`src/rtl/ttrq_pkg.sv`:
```
// ttrq_pkg: shared types and default sizes for the tagged task ring queue
// no dependencies; imported by tagged_task_ring_queue_core
`timescale 1ns / 1ps

package ttrq_pkg;

  // default sizes, overridable on the top level
  localparam int DEPTH_DEFAULT      = 16;
  localparam int SLOT_COUNT_DEFAULT = 8;

  // field widths fixed by the interface
  localparam int MODE_W   = 3;
  localparam int HANDLE_W = 64;
  localparam int ID_W     = 32;
  localparam int WORKER_W = 4;
  localparam int POS_W    = 32;

  // packed widths of the stream payloads, padded to whole bytes
  localparam int IN_DATA_W  = ((2 * HANDLE_W + ID_W + WORKER_W + 7) / 8) * 8;
  localparam int OUT_DATA_W = ((ID_W + 2 * HANDLE_W + 1 + 7) / 8) * 8;

  // operation codes
  typedef enum logic [MODE_W-1:0] {
    MODE_ENQUEUE   = 3'd0,
    MODE_DEQUEUE   = 3'd1,
    MODE_CANCEL    = 3'd2,
    MODE_COMPLETED = 3'd3,
    MODE_READ_FLAG = 3'd4,
    MODE_CLEAR     = 3'd5
  } ttrq_mode_t;

endpackage

```
`src/rtl/tagged_task_ring_queue_core.sv`:
```
// tagged_task_ring_queue_core: ring queue of task cells with worker slots
// depends on ttrq_pkg for operation codes, widths and default sizes
`timescale 1ns / 1ps

// Usage: one request transaction on the s_axis channel (operation in tuser,
// routine, argument, task id and worker in tdata) gives exactly one response
// transaction on the m_axis channel (ok in tuser, task fields in tdata).
// Operations: enqueue, dequeue, cancel, completed query, worker flag read and
// clear. Enqueue hands out the complement of the write position as task id.
// The response register is loaded on request acceptance; a request can be
// taken every cycle while the single output register drains. Cell status
// follows from the read and write positions; routine, argument and cancel
// mark live in per-cell memories whose read port prefetches the cell at the
// next read position, with a bypass for a write to that cell.
// Reset zeroes both positions, the worker slots and the output valid, and
// holds s_axis_tready low; cell contents stay undefined until an enqueue.
// When the receiver stalls, the response register holds and the block takes
// no new request until that response is taken (tready follows the free slot
// of the output register, so a request is taken in the cycle it drains).
// DEPTH must be a power of two so positions wrapping at 2^32 keep their cell.
module tagged_task_ring_queue_core #(
  parameter int DEPTH      = ttrq_pkg::DEPTH_DEFAULT,
  parameter int SLOT_COUNT = ttrq_pkg::SLOT_COUNT_DEFAULT
) (
  input  logic                            clk,
  input  logic                            rst,
  input  logic                            s_axis_tvalid,
  output logic                            s_axis_tready,
  // routine[63:0], argument[127:64], task_id[159:128], worker[163:160], pad
  input  logic [ttrq_pkg::IN_DATA_W-1:0]  s_axis_tdata,
  // mode[2:0]
  input  logic [ttrq_pkg::MODE_W-1:0]     s_axis_tuser,
  output logic                            m_axis_tvalid,
  input  logic                            m_axis_tready,
  // out_task_id[31:0], out_routine[95:32], out_argument[159:96],
  // out_canceled[160], pad
  output logic [ttrq_pkg::OUT_DATA_W-1:0] m_axis_tdata,
  // ok[0]
  output logic                            m_axis_tuser
);

  import ttrq_pkg::*;

  localparam int AW = $clog2(DEPTH);
  localparam int PAYLOAD_W = 2 * HANDLE_W;

  // request fields
  ttrq_mode_t            in_mode;
  logic [HANDLE_W-1:0]   in_routine;
  logic [HANDLE_W-1:0]   in_argument;
  logic [ID_W-1:0]       in_task_id;
  logic [WORKER_W-1:0]   in_worker;
  logic                  accept;

  // ring positions
  logic [POS_W-1:0]      wpos;
  logic [POS_W-1:0]      rpos;
  logic [POS_W-1:0]      wpos_next;
  logic [POS_W-1:0]      rpos_next;
  logic [POS_W-1:0]      count;
  logic [POS_W-1:0]      qpos;
  logic [POS_W-1:0]      qoff;
  logic                  queued;

  // worker slots
  logic [ID_W-1:0]       slot_ident      [SLOT_COUNT];
  logic                  slot_mark       [SLOT_COUNT];
  logic [ID_W-1:0]       slot_ident_next [SLOT_COUNT];
  logic                  slot_mark_next  [SLOT_COUNT];
  logic [SLOT_COUNT-1:0] slot_hit;
  logic [SLOT_COUNT-1:0] slot_first;
  logic                  slot_found;
  logic                  worker_named;

  // cell memories: task payload and cancel mark
  logic [PAYLOAD_W-1:0]  payload_mem [DEPTH];
  logic                  mark_mem    [DEPTH];
  logic [PAYLOAD_W-1:0]  payload_rdata;
  logic                  mark_rdata;
  logic                  payload_we;
  logic [AW-1:0]         payload_waddr;
  logic [PAYLOAD_W-1:0]  payload_wdata;
  logic                  mark_we;
  logic [AW-1:0]         mark_waddr;
  logic                  mark_wdata;
  logic [AW-1:0]         rd_addr;

  // response register
  logic                  out_valid;
  logic                  out_ok;
  logic [ID_W-1:0]       out_task_id;
  logic [HANDLE_W-1:0]   out_routine;
  logic [HANDLE_W-1:0]   out_argument;
  logic                  out_canceled;
  logic                  res_ok;
  logic [ID_W-1:0]       res_task_id;
  logic [HANDLE_W-1:0]   res_routine;
  logic [HANDLE_W-1:0]   res_argument;
  logic                  res_canceled;

  // unpack the request transaction
  assign in_mode     = ttrq_mode_t'(s_axis_tuser);
  assign in_routine  = s_axis_tdata[HANDLE_W-1:0];
  assign in_argument = s_axis_tdata[2*HANDLE_W-1:HANDLE_W];
  assign in_task_id  = s_axis_tdata[2*HANDLE_W+ID_W-1:2*HANDLE_W];
  assign in_worker   = s_axis_tdata[2*HANDLE_W+ID_W+WORKER_W-1:2*HANDLE_W+ID_W];

  assign s_axis_tready = !rst && (!out_valid || m_axis_tready);
  assign accept        = s_axis_tvalid && s_axis_tready;

  // queue occupancy and lookup of a task id among queued positions
  assign count  = wpos - rpos;
  assign qpos   = ~in_task_id;
  assign qoff   = qpos - rpos;
  assign queued = (in_task_id != '0) && (qoff < count);

  assign worker_named = 32'(in_worker) < 32'(SLOT_COUNT);

  // first worker slot that holds the id
  always_comb begin
    logic seen;
    seen = 1'b0;
    for (int i = 0; i < SLOT_COUNT; i++) begin
      slot_hit[i]   = slot_ident[i] == in_task_id;
      slot_first[i] = slot_hit[i] && !seen;
      seen          = seen || slot_hit[i];
    end
    slot_found = seen;
  end

  // operation decode, next state and response
  always_comb begin
    wpos_next     = wpos;
    rpos_next     = rpos;
    slot_ident_next = slot_ident;
    slot_mark_next  = slot_mark;
    payload_we    = 1'b0;
    payload_waddr = wpos[AW-1:0];
    payload_wdata = {in_argument, in_routine};
    mark_we       = 1'b0;
    mark_waddr    = wpos[AW-1:0];
    mark_wdata    = 1'b0;
    res_ok        = 1'b0;
    res_task_id   = '0;
    res_routine   = '0;
    res_argument  = '0;
    res_canceled  = 1'b0;
    if (accept) begin
      unique case (in_mode)
        MODE_ENQUEUE: begin
          if (count < 32'(DEPTH)) begin
            payload_we  = 1'b1;
            mark_we     = 1'b1;
            wpos_next   = wpos + 32'd1;
            res_ok      = 1'b1;
            res_task_id = ~wpos;
          end
        end
        MODE_DEQUEUE: begin
          if (count != '0) begin
            rpos_next    = rpos + 32'd1;
            res_ok       = 1'b1;
            res_task_id  = ~rpos;
            res_routine  = payload_rdata[HANDLE_W-1:0];
            res_argument = payload_rdata[PAYLOAD_W-1:HANDLE_W];
            res_canceled = mark_rdata;
            for (int i = 0; i < SLOT_COUNT; i++) begin
              if (worker_named && 32'(in_worker) == 32'(i)) begin
                slot_ident_next[i] = ~rpos;
                slot_mark_next[i]  = mark_rdata;
              end
            end
          end
        end
        MODE_CANCEL: begin
          if (queued) begin
            mark_we    = 1'b1;
            mark_waddr = qpos[AW-1:0];
            mark_wdata = 1'b1;
            res_ok     = 1'b1;
          end else if (in_task_id != '0 && slot_found) begin
            for (int i = 0; i < SLOT_COUNT; i++) begin
              if (slot_first[i]) begin
                slot_mark_next[i] = 1'b1;
              end
            end
            res_ok = 1'b1;
          end
        end
        MODE_COMPLETED: begin
          res_ok = (in_task_id == '0) || (!queued && !slot_found);
        end
        MODE_READ_FLAG: begin
          for (int i = 0; i < SLOT_COUNT; i++) begin
            if (worker_named && 32'(in_worker) == 32'(i)) begin
              res_ok = slot_mark[i];
            end
          end
        end
        MODE_CLEAR: begin
          wpos_next = '0;
          rpos_next = '0;
          res_ok    = 1'b1;
        end
        default: begin
          res_ok = 1'b0;
        end
      endcase
    end
  end

  // prefetch the cell at the next read position
  assign rd_addr = rpos_next[AW-1:0];

  // payload memory with write bypass into the prefetch register
  always_ff @(posedge clk) begin
    if (payload_we) begin
      payload_mem[payload_waddr] <= payload_wdata;
    end
    if (payload_we && payload_waddr == rd_addr) begin
      payload_rdata <= payload_wdata;
    end else begin
      payload_rdata <= payload_mem[rd_addr];
    end
  end

  // cancel mark memory with write bypass
  always_ff @(posedge clk) begin
    if (mark_we) begin
      mark_mem[mark_waddr] <= mark_wdata;
    end
    if (mark_we && mark_waddr == rd_addr) begin
      mark_rdata <= mark_wdata;
    end else begin
      mark_rdata <= mark_mem[rd_addr];
    end
  end

  // control state
  always_ff @(posedge clk) begin
    if (rst) begin
      wpos      <= '0;
      rpos      <= '0;
      out_valid <= 1'b0;
      for (int i = 0; i < SLOT_COUNT; i++) begin
        slot_ident[i] <= '0;
        slot_mark[i]  <= 1'b0;
      end
    end else begin
      wpos       <= wpos_next;
      rpos       <= rpos_next;
      slot_ident <= slot_ident_next;
      slot_mark  <= slot_mark_next;
      if (accept) begin
        out_valid <= 1'b1;
      end else if (m_axis_tready) begin
        out_valid <= 1'b0;
      end
    end
  end

  // response payload register
  always_ff @(posedge clk) begin
    if (accept) begin
      out_ok       <= res_ok;
      out_task_id  <= res_task_id;
      out_routine  <= res_routine;
      out_argument <= res_argument;
      out_canceled <= res_canceled;
    end
  end

  // pack the response transaction
  assign m_axis_tvalid = out_valid;
  assign m_axis_tuser  = out_ok;
  assign m_axis_tdata  = {{(OUT_DATA_W - ID_W - 2 * HANDLE_W - 1){1'b0}},
                          out_canceled, out_argument, out_routine, out_task_id};

endmodule
```
`config.mk`:
```
export PLATFORM = sky130hd
export DESIGN_NAME = tagged_task_ring_queue_core
export DESIGN_NICKNAME = d
export VERILOG_FILES = /design/src/rtl/ttrq_pkg.sv /design/src/rtl/tagged_task_ring_queue_core.sv
export SDC_FILE = /design/constraint.sdc
export NUM_CORES = 2
export LEC_CHECK = 0
export CAP_MARGIN = 20
export CORE_ASPECT_RATIO = 0.5
export CORE_UTILIZATION = 57
export DETAILED_ROUTE_END_ITERATION = 16
export DONT_BUFFER_PORTS = 1
export PLACE_DENSITY_LB_ADDON = 0.25
export RECOVER_POWER = 100
export SLEW_MARGIN = 30
export SYNTH_ARGS = -nofsm -noshare
export SYNTH_HDL_FRONTEND = slang
export SYNTH_SLANG_ARGS = --single-unit
```
`constraint.sdc`:
```
create_clock -name clk -period 8.95 [get_ports clk]
set_input_delay 1.79 -clock clk [delete_from_list [all_inputs] [get_ports clk]]
set_output_delay 1.79 -clock clk [all_outputs]
set_load 0.1 [all_outputs]
```
==> results by group <==
Logic synthesis
  – Synth warnings: 0
  – Mapped Area: between 0.1 and 0.15 sq mm
  – Flops & latches, synth: about 2600
  – Ys flop type: edfxtp_1
  – Sequential fraction of the synthesis area: a little over two thirds
  – FFs w/ async S/R, synth: 0%
  – Cells after synthesis: just under 6000
  – Syn Area/Cell: about 18 sq um
  – EDFF count, synth: around 2200
  – Unique masters post-synth: between 80 and 90

STA
  – Final hold viol count: 0
  – Final worst path period share: ~92%
  – WHS: 467 ps
  – Final Critical Period: between 8000 and 9000 ps
  – Fmax: 121 MHz
  – Rel. slew slack: -115%
  – Max Slew Vio Count: about 550
  – RSZ-0062 raised after global routing: false
  – Final setup violation count: 0
  – Slew @ Worst Pin: 3230 ps
  – Clock Skew: 91.9 ps

Clock network
  – CTS Buf Count: roughly 220
  – Hold_buf cts: 0
  – Worst-path clk slew: 70 ps
  – Max Buffers Root-to-Sink: 4
  – Post-CTS Setup Inserts: 0
  – TritonCTS clock tree: done
  – Post-CTS sizing: 0
  – Sink Count: 2559
  – CTS Root Cell: clkbuf_16
  – Worst skew pair latency: about 880 ps
  – Maximum level of the CTS H-tree: 4

Power
  – PD cells: between 200 and 250 mW/mm^2
  – Leak: 37.0 nW
  – Combinational Power Share: between 2 and 2.5%
  – VDD IR-drop max: about 0.17 mV
  – Cell Int Power: 0.0181 W
  – Switching portion of total power: 20.9%
  – Power share of the clock group: between 30% and 40%
  – Sequential share of power: 57.7%
  – P_sw: approximately 0.0048 W

Setup path
  – Worst Path Max Fanout: 52
  – Reg2reg end: payload_mem[11][33]
  – WP buf/inv: 2
  – Delay-heaviest family, CP: simple AND/OR/NAND/NOR gates
  – Register-to-register setup slack: 720 ps
  – CP Cell Sequence: clkinv_1 -> ha_1 -> nand2_1 -> a2111oi_0 -> o21ai_0 -> o21bai_1 -> a31oi_1 -> o311ai_0 -> xnor2_1 -> nand4_1 -> nor4b_1 -> and4_1 -> nand3_1 -> nor2_4 -> clkbuf_4
  – Reg-to-reg startpoint: rpos[6]
  – Worst EP required: roughly 9400 ps
  – Worst setup EP type: flip-flop
  – Largest stage delay, worst path: around 1000 ps
  – Worst Path Arrival: around 8700 ps
  – Crit Path Category: reg -> reg
  – Crit-path slowest cell: clkbuf_4
  – Reg2Reg Depth: 15
  – Setup crit start kind: flip-flop

Routing
  – First drt pass iteration count: 5
  – DRC viols: 0
  – Average routed wire per standard cell: about 30 microns
  – DRT antenna net count: 0
  – Via count: ~55000
  – Post-Route WL: between 200000 and 300000 microns
  – DR iter-0 viols: approximately 6600
  – Vias/cell: 6.54

Place
  – Placed Area: between 0.1 and 0.15 sq mm
  – Buffers added on ports: 0
  – DP Wirelength: roughly 140000 microns
  – GPL Wtd Cong: ~0.89

Global routing
  – Pin count of the biggest net entering global routing: around 270
  – Gr usage total: about 28%
  – First-pass GRT wire length: about 380000 microns
  – Remaining global-route overflow: 0
  – Vias in the first global route: between 50000 and 60000
  – Initial antenna violation count: 0

Min path
  – Hold path endpoint: slot_ident[31]
  – Min-delay worst type: reg -> reg
  – WHS Path Cells: 2
  – Hold wc startpoint: slot_ident[31]

Floorplanning
  – Io pins: 346
  – Initial Utilization: between 50% and 60%
  – Die ar.: ~0.18 sq mm
  – Die extent in y: just over 300 microns
  – Row Count: 110
  – CORE AREA: between 0.15 and 0.2 sq mm
  – Die Wd: between 600 and 700 microns

Final layout
  – Fin area: approximately 0.11 sq mm
  – Register Area: 0.0735 sq mm
  – Fin nets: 6146
  – Area occupied by multi-input gates: a little under 0.03 sq mm
  – Share of cells above drive strength 1: roughly 17%
  – Synthesis-to-finish area growth: 9.18%
  – Fillcell total: between 10000 and 15000

Run status
  – Status: complete, but fails checks
  – Failing checks: capacitance limit, slew limit

Flow run
  – Max_cap viols: 14
## registers in the layout (all words and copies together) (netlist names), named ones only
signal and count:
m_axis_tuser 1, mark_mem 16, m_axis_tvalid 1, slot_ident 256
slot_mark 8, out_task_id 32, payload_mem 2048, out_routine 64
out_canceled 1, wpos 32, out_argument 64, rpos 32
## layer usage
metal	up-vias	part of all wire, %	track usage [%]
li1	23300	-	-
met1	29000	40	39.1
met2	2570	49	45.5
met3	425	7.6	4.52
met4	0	3.0	8.05
met5	-	0	0
## synthesized netlist by cell type (all sizes together), types with 10 or more instances
cell type | count | area [sq um]
edfxtp | 2226 | 66800
mux4 | 614 | 13800
dfxtp | 333 | 6670
nor2 | 320 | 1200
xor2 | 271 | 2370
nand2 | 259 | 975
clkbuf | 255 | 957
a21oi | 200 | 1020
mux2i | 174 | 1740
and3 | 120 | 751
a211oi | 119 | 911
ha | 99 | 1240
buf | 95 | 473
nor4 | 87 | 551
inv | 66 | 248
o21ai | 61 | 309
xnor2 | 58 | 508
nand4 | 55 | 344
nand3 | 49 | 255
nor2b | 49 | 307
nor3 | 43 | 215
a21o | 40 | 300
o22ai | 33 | 206
nand2b | 32 | 200
clkinv | 26 | 97.6
or3 | 21 | 131
and2 | 15 | 93.8
o31ai | 14 | 105
or4 | 13 | 97.6
o21a | 12 | 90.1
o211ai | 11 | 92.6
or2 | 10 | 62.6
## cell families after synthesis
group,after synthesis,synth area share (%)
other,1,0.00360
AND/OR/NAND/NOR,1091,5.15
adder cells (fa/ha/maj),101,1.23
multiplexers,790,15.0
flip-flops,2559,70.6
AO/OA/AOI/OAI,562,3.54
XOR/XNOR,329,2.77
buffers and inverters,442,1.71
## layout make-up
class | instances | share of cell area [%]
tap | 2408 | 2.65
clock buffer | 276 | 5.09
sequential | 2559 | 64.7
inverter | 92 | 0.310
clock inverter | 108 | 0.782
multi-input combinational | 2880 | 25.4
timing repair buffer | 121 | 1.05
antenna | 1 | 0.00220
## per-stage QoR
step	power [W]	std cells	utilization, %	TNS [ps]	setup WS (ps)
after global routing	0.0235	8444	62.9	0	477
after detailed placement	0.0140	8057	59.6	0	721
after CTS	0.0230	8441	63.3	0	1140
after global placement	0.0140	8047	59.4	0	688
after floorplan	0.0139	5881	-	-1452060	-951
final	0.0229	8445	62.9	0	718
## worst max-delay path by stage
| stage | startpoint | end | slack, ps | cells after the start |
|---|---|---|---|---|
| floorplan | m_axis_tready | payload_mem[4][0] | -950 | 7 |
| global placement | s_axis_tdata[133] | mark_mem[7] | 690 | 25 |
| detailed placement | s_axis_tdata[133] | mark_mem[7] | 720 | 25 |
| CTS | rpos[6] | mark_mem[11] | 1140 | 25 |
| global route | rpos[6] | mark_mem[11] | 480 | 26 |
| finish | rpos[6] | payload_mem[11][33] | 720 | 15 |
## power by group through the flow
stage / sequential (W) / clock, W / combinational (W)
2_1_floorplan: 0.0135 / 0 / 0.000416
3_3_place_gp: 0.0135 / 0 / 0.000524
3_5_place_dp: 0.0135 / 0 / 0.000559
4_1_cts: 0.0132 / 0.00925 / 0.000562
5_1_grt: 0.0132 / 0.00971 / 0.000590
6_report: 0.0132 / 0.00915 / 0.000552
## cells in the final DEF, fill, tap and decap left out, types with 56 or more instances in the layout
cell          n
nor4_1       86
clkinv_1     67
edfxtp_1   2226
nand2_1     256
o21ai_0      56
inv_1        64
nor2_1      312
mux2i_1     174
xnor2_1      58
xor2_1      271
dfxtp_1     329
a211oi_1    117
and3_1      120
a21oi_1     196
clkbuf_1     85
mux4_2      614
ha_1         99
clkbuf_16   219
## worst min-delay path: cells and delay by family (launching register included)
family	cells	cell delay, ps
compound gates	1	50
flops	1	320
simple gates	1	50
Power figures use the tool's default switching activity.
